==> src/rtl/sse_pkg.sv <==
// ----------------------------------------------------------------------------
// sse_pkg: shared types and codes of the searchable stack engine
// Command and result item layouts, operation and status codes, FSM states.
// ----------------------------------------------------------------------------
package sse_pkg;

  // operation codes carried in cmd_t.mode
  localparam logic [2:0] MODE_PUSH   = 3'd0;
  localparam logic [2:0] MODE_LIST   = 3'd1;
  localparam logic [2:0] MODE_SEARCH = 3'd2;
  localparam logic [2:0] MODE_DELETE = 3'd3;
  localparam logic [2:0] MODE_CLEAR  = 3'd4;
  localparam logic [2:0] MODE_MODIFY = 3'd5;

  // result status codes
  localparam logic [1:0] ST_OK       = 2'd0;
  localparam logic [1:0] ST_NOTFOUND = 2'd1;
  localparam logic [1:0] ST_EMPTY    = 2'd2;
  localparam logic [1:0] ST_FULL     = 2'd3;

  typedef struct packed {
    logic [2:0]         mode;
    logic signed [31:0] value;
    logic [4:0]         position;
  } cmd_t;

  typedef struct packed {
    logic [1:0]         status;
    logic signed [31:0] item_value;
    logic [4:0]         item_position;
    logic [4:0]         removed_count;
    logic [4:0]         depth_now;
    logic               last;
  } res_t;

  typedef enum logic [2:0] {
    S_IDLE,
    S_LIST,
    S_SCAN,
    S_MOD,
    S_EMIT
  } state_t;

endpackage

==> src/rtl/searchable_stack_engine_unit.sv <==
// ----------------------------------------------------------------------------
// searchable_stack_engine_unit: bounded LIFO stack with search and delete
// Push, list, search, delete-matching, clear and modify-by-position on a
// stack held in one synchronous RAM with a registered read.
// ----------------------------------------------------------------------------
//
//  channel | signals                      | direction | moves
//  --------+------------------------------+-----------+------------------------
//  command | cmd_valid, cmd_ready, cmd    | in        | one operation item
//  result  | res_valid, res_ready, res    | out       | one or more result items
//
//  Flow: push, clear and any early-out (empty, full, bad position) go straight
//  to emit; modify reads the old entry, writes the new one, then emits. List
//  starts with a read of the top entry and gives one result per cycle while
//  the result side is not stalled. Search and delete scan the RAM one entry
//  per cycle, set by the single RAM read port. One item is in work at a time.
//  Reset: synchronous, clears entry_count and the control state only; RAM
//  contents stay undefined until written, and only live entries are read.
//  Stalls: a held result blocks the next result but not the next command
//  acceptance; the engine waits at its emit point while res_valid is held.
// ----------------------------------------------------------------------------
module searchable_stack_engine_unit #(
  parameter int DEPTH       = 16,
  parameter int VALUE_WIDTH = 32
) (
  input  logic          clk,
  input  logic          rst,
  input  logic          cmd_valid,
  output logic          cmd_ready,
  input  sse_pkg::cmd_t cmd,
  output logic          res_valid,
  input  logic          res_ready,
  output sse_pkg::res_t res
);

  localparam int AW = (DEPTH > 1) ? $clog2(DEPTH) : 1;
  localparam int CW = $clog2(DEPTH + 1);
  localparam int VW = VALUE_WIDTH;

  // squeeze a count into the 5-bit result fields
  function automatic logic [4:0] to5(input logic [CW-1:0] x);
    logic [CW+4:0] t;
    t = {5'b0, x};
    return t[4:0];
  endfunction

  // stack storage
  logic [VW-1:0] mem [DEPTH];
  logic [VW-1:0] rd_data;
  logic          rd_en, wr_en;
  logic [AW-1:0] rd_addr, wr_addr;
  logic [VW-1:0] wr_data;

  // control registers
  sse_pkg::state_t state, state_next;
  logic [CW-1:0]   entry_count, entry_count_next;
  logic [VW-1:0]   key, key_next;
  logic            op_del, op_del_next;
  logic [AW-1:0]   mod_idx, mod_idx_next;
  logic [4:0]      mod_pos, mod_pos_next;
  logic [AW-1:0]   list_idx, list_idx_next;
  logic [CW-1:0]   list_pos, list_pos_next;
  logic [CW-1:0]   scan_rd, scan_rd_next;
  logic            rd_vld, rd_vld_next;
  logic            rd_last, rd_last_next;
  logic            found, found_next;
  logic [CW-1:0]   keep, keep_next;
  sse_pkg::res_t   pend, pend_next;
  logic            res_valid_next;
  sse_pkg::res_t   res_next;

  // value conversions between the 32-bit item fields and stored width
  logic [VW+31:0] key_ext, rd_ext;
  logic [VW-1:0]  cmd_key;
  logic [31:0]    rd_val32;
  assign key_ext  = {{VW{1'b0}}, cmd.value};
  assign cmd_key  = key_ext[VW-1:0];
  assign rd_ext   = {32'b0, rd_data};
  assign rd_val32 = rd_ext[31:0];

  // modify position check and address
  logic [CW+4:0] pos_x, cnt_x, idx_x;
  assign pos_x = {{CW{1'b0}}, cmd.position};
  assign cnt_x = {5'b0, entry_count};
  assign idx_x = cnt_x - pos_x;

  logic [CW-1:0] cnt_m1;
  assign cnt_m1 = entry_count - CW'(1);

  logic out_free;
  assign out_free  = !res_valid || res_ready;
  assign cmd_ready = (state == sse_pkg::S_IDLE);

  logic scan_issue, match;
  assign scan_issue = (scan_rd < entry_count);
  assign match      = rd_vld && (rd_data == key);

  always_comb begin
    state_next       = state;
    entry_count_next = entry_count;
    key_next         = key;
    op_del_next      = op_del;
    mod_idx_next     = mod_idx;
    mod_pos_next     = mod_pos;
    list_idx_next    = list_idx;
    list_pos_next    = list_pos;
    scan_rd_next     = scan_rd;
    rd_vld_next      = 1'b0;
    rd_last_next     = 1'b0;
    found_next       = found;
    keep_next        = keep;
    pend_next        = pend;
    res_valid_next   = res_valid && !res_ready;
    res_next         = res;
    rd_en            = 1'b0;
    rd_addr          = '0;
    wr_en            = 1'b0;
    wr_addr          = '0;
    wr_data          = '0;

    unique case (state)
      sse_pkg::S_IDLE: begin
        if (cmd_valid) begin
          key_next  = cmd_key;
          pend_next = '0;
          if (cmd.mode == sse_pkg::MODE_PUSH) begin
            // push never needs a read: write on top right away
            if (entry_count >= CW'(DEPTH)) begin
              pend_next.status = sse_pkg::ST_FULL;
            end else begin
              wr_en            = 1'b1;
              wr_addr          = entry_count[AW-1:0];
              wr_data          = cmd_key;
              entry_count_next = entry_count + CW'(1);
              pend_next.status = sse_pkg::ST_OK;
            end
            state_next = sse_pkg::S_EMIT;
          end else if (cmd.mode <= sse_pkg::MODE_MODIFY) begin
            if (entry_count == '0) begin
              pend_next.status = sse_pkg::ST_EMPTY;
              state_next       = sse_pkg::S_EMIT;
            end else begin
              unique case (cmd.mode)
                sse_pkg::MODE_LIST: begin
                  // start with the top entry
                  rd_en         = 1'b1;
                  rd_addr       = cnt_m1[AW-1:0];
                  list_idx_next = cnt_m1[AW-1:0];
                  list_pos_next = CW'(1);
                  state_next    = sse_pkg::S_LIST;
                end
                sse_pkg::MODE_SEARCH, sse_pkg::MODE_DELETE: begin
                  op_del_next  = (cmd.mode == sse_pkg::MODE_DELETE);
                  scan_rd_next = '0;
                  found_next   = 1'b0;
                  keep_next    = '0;
                  state_next   = sse_pkg::S_SCAN;
                end
                sse_pkg::MODE_CLEAR: begin
                  pend_next.status        = sse_pkg::ST_OK;
                  pend_next.removed_count = to5(entry_count);
                  entry_count_next        = '0;
                  state_next              = sse_pkg::S_EMIT;
                end
                default: begin
                  // modify
                  if (pos_x == '0 || pos_x > cnt_x) begin
                    pend_next.status = sse_pkg::ST_NOTFOUND;
                    state_next       = sse_pkg::S_EMIT;
                  end else begin
                    rd_en        = 1'b1;
                    rd_addr      = idx_x[AW-1:0];
                    mod_idx_next = idx_x[AW-1:0];
                    mod_pos_next = cmd.position;
                    state_next   = sse_pkg::S_MOD;
                  end
                end
              endcase
            end
          end
          // unused mode codes: drop the item, no result
        end
      end

      sse_pkg::S_LIST: begin
        // rd_data holds the entry at list_idx until the next read
        if (out_free) begin
          res_valid_next         = 1'b1;
          res_next.status        = sse_pkg::ST_OK;
          res_next.item_value    = rd_val32;
          res_next.item_position = to5(list_pos);
          res_next.removed_count = '0;
          res_next.depth_now     = to5(entry_count);
          res_next.last          = (list_pos == entry_count);
          if (list_pos == entry_count) begin
            state_next = sse_pkg::S_IDLE;
          end else begin
            rd_en         = 1'b1;
            rd_addr       = list_idx - AW'(1);
            list_idx_next = list_idx - AW'(1);
            list_pos_next = list_pos + CW'(1);
          end
        end
      end

      sse_pkg::S_SCAN: begin
        // issue one read per cycle, compare the entry read last cycle
        if (scan_issue) begin
          rd_en        = 1'b1;
          rd_addr      = scan_rd[AW-1:0];
          scan_rd_next = scan_rd + CW'(1);
        end
        rd_vld_next  = scan_issue;
        rd_last_next = scan_issue && (scan_rd == cnt_m1);
        found_next   = found || match;
        // compact survivors downward; keep never passes the read pointer
        if (op_del && rd_vld && !match) begin
          wr_en     = 1'b1;
          wr_addr   = keep[AW-1:0];
          wr_data   = rd_data;
          keep_next = keep + CW'(1);
        end
        if (rd_vld && rd_last) begin
          pend_next = '0;
          if (op_del) begin
            entry_count_next        = keep_next;
            pend_next.removed_count = to5(entry_count - keep_next);
            pend_next.status        = (entry_count != keep_next) ? sse_pkg::ST_OK
                                                                 : sse_pkg::ST_NOTFOUND;
          end else begin
            pend_next.status = found_next ? sse_pkg::ST_OK : sse_pkg::ST_NOTFOUND;
          end
          state_next = sse_pkg::S_EMIT;
        end
      end

      sse_pkg::S_MOD: begin
        // rd_data is the old entry; overwrite it with the new value
        wr_en                   = 1'b1;
        wr_addr                 = mod_idx;
        wr_data                 = key;
        pend_next               = '0;
        pend_next.status        = sse_pkg::ST_OK;
        pend_next.item_value    = rd_val32;
        pend_next.item_position = mod_pos;
        state_next              = sse_pkg::S_EMIT;
      end

      sse_pkg::S_EMIT: begin
        // hold until the result register frees up
        if (out_free) begin
          res_valid_next     = 1'b1;
          res_next           = pend;
          res_next.depth_now = to5(entry_count);
          res_next.last      = 1'b1;
          state_next         = sse_pkg::S_IDLE;
        end
      end

      default: state_next = sse_pkg::S_IDLE;
    endcase
  end

  // stack RAM: one write and one registered read per cycle
  always_ff @(posedge clk) begin
    if (wr_en) begin
      mem[wr_addr] <= wr_data;
    end
    if (rd_en) begin
      rd_data <= mem[rd_addr];
    end
  end

  always_ff @(posedge clk) begin
    if (rst) begin
      state       <= sse_pkg::S_IDLE;
      entry_count <= '0;
      res_valid   <= 1'b0;
      rd_vld      <= 1'b0;
      rd_last     <= 1'b0;
    end else begin
      state       <= state_next;
      entry_count <= entry_count_next;
      res_valid   <= res_valid_next;
      rd_vld      <= rd_vld_next;
      rd_last     <= rd_last_next;
    end
  end

  always_ff @(posedge clk) begin
    key      <= key_next;
    op_del   <= op_del_next;
    mod_idx  <= mod_idx_next;
    mod_pos  <= mod_pos_next;
    list_idx <= list_idx_next;
    list_pos <= list_pos_next;
    scan_rd  <= scan_rd_next;
    found    <= found_next;
    keep     <= keep_next;
    pend     <= pend_next;
    res      <= res_next;
  end

endmodule

==> config.mk <==
export PLATFORM = sky130hd
export DESIGN_NAME = searchable_stack_engine_unit
export DESIGN_NICKNAME = d
export VERILOG_FILES = /design/src/rtl/sse_pkg.sv /design/src/rtl/searchable_stack_engine_unit.sv
export SDC_FILE = /design/constraint.sdc
export NUM_CORES = 1
export LEC_CHECK = 0
export BUFFER_PORTS_ARGS = -buffer_cell sky130_fd_sc_hd__buf_2
export CAP_MARGIN = 15
export CORE_ASPECT_RATIO = 0.6
export CORE_MARGIN = 2
export CORE_UTILIZATION = 39
export DETAILED_ROUTE_END_ITERATION = 6
export GPL_TIMING_DRIVEN = 1
export PLACE_DENSITY = 0.54
export SLEW_MARGIN = 10
export SYNTH_ARGS = -nofsm -noshare
export SYNTH_HDL_FRONTEND = slang
export SYNTH_SLANG_ARGS = --single-unit
==> constraint.sdc <==
create_clock -name clk -period 5.9 [get_ports clk]
set_input_delay 0.885 -clock clk [delete_from_list [all_inputs] [get_ports clk]]
set_output_delay 0.885 -clock clk [all_outputs]
set_load 0.05 [all_outputs]
==> flow_summary.toml, run 1 <==
[synth]
synth_cell_types = 68
synth.area.top_cells = "edfxtp_1, mux2i_1, o22ai_1"
synth_top_cell_by_area = "edfxtp_1"
yosysWarnings = 0
synth_edf_count = 700
netlist_area_mm2 = 0.0291
syn_inst = 1820
synth-seq-cells = 711
avgSynthCellArea_um2 = 16.0
yosysTopAreaCellShare_pct = 72.3
synthFlopType = "edfxtp_1"
synth-seq-area-share_pct = 73.1
syn_nets = 1891
async_flop_share_pct = 0

[timing]
max_slew_margin_pct = 26.3
clock-skew-final_ns = 0.0298
slew_violations = 0
max_freq_ghz = 0.217
setup_viol = 0
fin_tns_setup_ns = 0
post-route-min-period_ns = 4.61
period_share_pct = 78.2
finalWorstSetupSlack_ns = 1.29
tightest_slew_ns = 1.10
rsz0062_at_grt = "no"
finalHoldViolations = 0

[power]
switching_share_pct = 21.8
comb_power_share_pct = 4.3
switching_power_uw = 2200
internal_power_uw = 7900
pwr-share-seq_pct = 55.5
cellPowerDensity_mw_per_mm2 = 305
ir_worst_vdd_mv = 0.271
clockPowerShare_pct = 40.2
p_leak_uw = 0.0114

[routing]
drtPass1Iterations = 7
vias_per_cell = 5.66
vias = 16900
initialDrtViolationCount = 2310
wirelength_mm = 81.2
ant_nets = 0
route.detailed.drc = 4
wire_per_inst_um = 27.2

[grt]
overflow = 0
grt_antenna_before_repair = 3
grt_first_pass_wirelength_mm = 116
grt_use_total_pct = 20.8
grt_pass1_vias = 15900
grt_max_degree = 48

[layout]
final_cell_mix = "edfxtp_1, mux2i_1, nand2_1"
drive_above_1_share_pct = 14.9
final_common_cell = "edfxtp_1"
syn_to_final_growth_pct = 13.9
nNetsFinal = 2019
fill_cells = 6504

[run]
maxCapViolCount = 0

[clock_tree]
cts-root-buf = "clkbuf_16"
path_clk_slew_ns = 0.07
cts_tree = "done"
postCtsSetupRepairBufs = 0
cts_hold_buf = 0
cts_max_level = 2
worst_skew_pair.late_latency_ns = 0.66
clockBufferDepth = 3
numCtsBuffers = 61
cts-resized-gates = 0
clock_sinks = 711

[worst_setup_path]
cp_top_family = "simple AND/OR/NAND/NOR gates"
crit_path_end_kind = "flop"
crit_buf_inv = 3
start_kind = "flop"
critPathMaxFanout = 14
slowest_delay_ns = 0.61
critical_path_class = "reg -> reg"
timing.critical_path.arrival_ns = 4.94
crit_top_cell = "buf_4"
required_ns = 6.23
crit_path_top_delay_cell = "nor2_4"
cp_cell_sequence = "xor2_1 > nor4_1 > nand4_1 > o311ai_0 > buf_4 > inv_1 > ha_1 > a222oi_1 > nand2_1 > nor2_4 > buf_4"

[outcome]
violations = "design-rule violations"
run_status = "complete, but fails checks"

[die]
core_mm2 = 0.0737
dieArea_mm2 = 0.0768
die_h_um = 215
rows = 77
die_w_um = 356
num_io_pins = 96
start_util_pct = 39.4

[placed_design]
dp_slack_ns = 1.39
port_buffers = 95
hpwl_mm = 51.7
gp_congestion = 0.961

[worst_hold_path]
hold_path.class = "in -> reg"
==> cells by family after synthesis <==
family          after synthesis  synth area share [%]
compound gates              234                  5.91
buf+inv                     157                  2.56
mux                         259                  8.92
flops                       711                  73.1
fa+ha+maj                    27                  1.21
xor+xnor                     61                  1.84
simple gates                371                  6.48
==> power by group through the flow <==
stage / clock network (uW) / logic (uW) / registers (uW)
after floorplan: 0 / 198 / 5780
after global placement: 0 / 422 / 5720
after detailed placement: 0 / 426 / 5720
after CTS: 4130 / 427 / 5610
after global routing: 4340 / 457 / 5610
final: 4060 / 434 / 5610
==> per-stage QoR <==
stage | cells | instance area (um2) | total power [uW] | utilization (%) | hold slack (ns)
after global placement | 2872 | 31100 | 6140 | 42.2 | 0.489
final | 2985 | 33100 | 10100 | 44.9 | 0.422
after global routing | 2984 | 33100 | 10400 | 44.9 | 0.407
after CTS | 2983 | 33100 | 10200 | 44.9 | 0.399
after detailed placement | 2872 | 31100 | 6150 | 42.2 | 0.498
after floorplan | 1820 | 29100 | 5980 | - | 0.417
==> flip-flops by register name, indices dropped and copies added (netlist names), 32 cells and up <==
| register | flops |
|---|---|
| pend | 44 |
| mem | 512 |
| rd_data | 32 |
| key | 32 |
| res | 50 |
==> per-layer routing <==
layer  wire length, um  global-route usage [%]  part of all wire, %  up-vias
met3              6950                    4.01                  8.6       87
met4              1160                    3.85                  1.4        0
met1             39900                    34.6                   49     8718
met2             33100                    27.9                   41      704
met5                 0                       0                    0        -
li1                  -                       -                    -     7378
==> final timing paths <==
kind / startpoint / to / slack [ns] / cells past startpoint
max: rd_data[25] / mem[4][10] / 1.29 / 11
min: cmd[23] / key[18] / 0.42 / 1
max reg2reg: rd_data[25] / mem[4][10] / 1.29 / 11
min reg2reg: pend[19] / res[19] / 0.51 / 2
==> final cells by class <==
type / count / area, um2 / share of cell area [%]
flip-flops and latches: 711 / 21200 / 64.2
multi-input cells: 952 / 7260 / 21.9
clock buffers: 74 / 1580 / 4.76
well taps: 987 / 1230 / 3.73
repair buffers: 163 / 1160 / 3.51
clock inverters: 37 / 404 / 1.22
inverters: 59 / 221 / 0.669
diodes: 2 / 5.00 / 0.0151
==> Yosys cell counts, types with 4 or more instances <==
cell type	instances
xnor2_1	17
nor4_1	15
or4_1	33
clkbuf_1	41
edfxtp_1	700
and3_1	50
buf_6	12
nor3_1	11
buf_4	4
nor2_1	56
o22ai_1	130
a211oi_1	5
dfxtp_1	11
ha_1	25
nand2_1	141
a22oi_1	4
buf_2	39
a222oi_1	35
mux2i_1	259
o21ai_0	11
and2_1	6
a21oi_1	16
nand3_1	19
nand3b_1	5
nand2b_1	8
inv_1	58
xor2_1	44
nand4_1	5
nor2b_1	5
==> worst reg2reg max path: cells and delay by family, from the launching register on <==
family,cells,cell delay [ns]
AOI/OAI and AO/OA,2,1.10
xor gates and xnor gates,1,0.31
adders and majority gates,1,0.18
buffers and inverters,3,0.72
DFF,1,0.51
and+or+nand+nor,4,1.48
No activity file was read; power rests on OpenSTA's default activity.
==> run 2, diff against run 1 <==
Clock period 5.9 ns to 4.4 ns, I/O delays scaled along.
==> flow_summary.toml, run 2 (synthesis results as in run 1) <==
[worst_setup_path]
cp_top_family = "simple AND/OR/NAND/NOR gates"
timing.critical_path.arrival_ns = 4.57
crit_path_top_delay_cell = "xor2_1"
required_ns = 4.69
critPathMaxFanout = 24
start_kind = "flop"
slowest_delay_ns = 0.72
cp_cell_sequence = "xor2_1 > nor4_1 > and3_1 > a311oi_4 > a222oi_1 > or2_2 > nor2_4 > buf_12"
crit_path_end_kind = "flop"
crit_buf_inv = 1
critical_path_class = "reg -> reg"

[clock_tree]
clockBufferDepth = 3
worst_skew_pair.late_latency_ns = 0.62
path_clk_slew_ns = 0.07
cts_max_level = 3
cts-root-buf = "clkbuf_16"
numCtsBuffers = 67
clock_sinks = 711
cts_tree = "done"

[layout]
seqCellArea_mm2 = 0.0212
final_cell_mix = "edfxtp_1, mux2i_1, nand2_1"
drive_above_1_share_pct = 17.0
syn_to_final_growth_pct = 16.6
largest_reg_flops = 512
final_common_cell = "edfxtp_1"
fill_cells = 6458
reg.largest.list = "mem x512, res x50, pend x44"
largest_register = "mem"
multi_input_area_mm2 = 0.00727
nNetsFinal = 2069

[outcome]
run_status = "completed"

[grt]
grt_max_degree = 41
grt_use_total_pct = 22.0
grt_antenna_before_repair = 8
grt_pass1_vias = 16800
grt_first_pass_wirelength_mm = 121
overflow = 0

[routing]
top_layer = "met5"
wirelength_mm = 85.6
route.detailed.drc = 0
drtPass1Iterations = 6
met2_length_mm = 35.3
vias_per_cell = 5.67
ant_nets = 0
initialDrtViolationCount = 2140
wire_per_inst_um = 28.2
vias = 17200
wl_met3_mm = 7.80
wl_met1_mm = 41.0

[timing]
max_slew_margin_pct = 34.0
period_share_pct = 97.2
clock-skew-final_ns = 0.0209
setup_viol = 0
tightest_slew_ns = 0.981
finalWorstSetupSlack_ns = 0.121
slew_violations = 0
whs_ns = 0.237
post-route-min-period_ns = 4.28
max_freq_ghz = 0.234
finalHoldViolations = 0
rsz0062_at_grt = "no"

[die]
rows = 77
start_util_pct = 39.4
die_w_um = 356
core_mm2 = 0.0737
dieArea_mm2 = 0.0768
die_h_um = 215
num_io_pins = 96

[power]
ir_worst_vdd_mv = 0.351
power_uw = 13700
p_leak_uw = 0.0118
cellPowerDensity_mw_per_mm2 = 405

[run]
maxCapViolCount = 0

[placed_design]
hpwl_mm = 54.5
gp_congestion = 0.912
port_buffers = 95
dp_slack_ns = 0.128

[worst_hold_path]
hold_path.class = "in -> reg"
run 2: cell count changes in the layout (fill, tap and decap cells not counted), moves of 2 or more:
cell | previous run | this run
buf_12 | 14 | 43
bufinv_16 | 7 | 3
clkinvlp_4 | 2 | 0
buf_4 | 54 | 69
diode_2 | 2 | 4
clkinv_8 | 0 | 3
clkbuf_16 | 61 | 67
run 2: path summary, 6_finish.rpt:
kind,from,endpoint,slack [ns],cells after the start
worst max register to register,rd_data[29],mem[7][26],0.12,8
worst max-delay path,rd_data[29],mem[7][26],0.12,8
worst min-delay path,cmd[29],key[24],0.24,1
worst min register to register,pend[17],res[17],0.51,2
run 2: final cells by class:
cell class,count,area share (%)
Clock inverter,36,0.967
Antenna cell,4,0.0295
Timing Repair Buffer,207,5.47
Inverter,59,0.654
Clock buffer,80,5.09
Multi-Input combinational cell,952,21.5
Tap cell,987,3.64
Sequential cell,711,62.7
run 2: timing repair:
| item | CTS | global route |
|---|---|---|
| setup buffers | 0 | 0 |
| setup endpoints to repair | 0 | 253 |
| hold buffers | 0 | 0 |
| gates resized for setup | 0 | 2 |
run 2: stage by stage:
stage          TNS [ns]  std cells  util [%]  cell area, um2
2_1_floorplan    -23.42       1820         -           29100
3_3_place_gp     -0.154       2916      43.2           31800
3_5_place_dp          0       2916      43.2           31800
4_1_cts               0       3032      46.0           33900
5_1_grt               0       3033      46.0           33900
6_report              0       3036      46.0           33900
run 2: worst reg2reg max path, delay by kind of cell, from the launching register on:
| kind | cells | cell delay, ns |
|---|---|---|
| AND/OR/NAND/NOR | 4 | 1.51 |
| AO/OA/AOI/OAI | 2 | 0.84 |
| XOR/XNOR | 1 | 0.72 |
| flip-flops | 1 | 0.52 |
| buffers and inverters | 1 | 0.29 |
run 2: routing by layer:
layer	vias to the layer above	GRT usage (%)
met1	8871	34.8
li1	7486	-
met5	-	0
met3	106	5.93
met4	2	4.85
met2	754	29.7
run 2: where the power goes:
| group | internal, uW | leakage [uW] | switching, uW | total, uW |
|---|---|---|---|---|
| registers | 7480 | 0.00690 | 49.9 | 7530 |
| clock network | 3010 | 0.00101 | 2580 | 5600 |
| logic | 166 | 0.00386 | 445 | 611 |
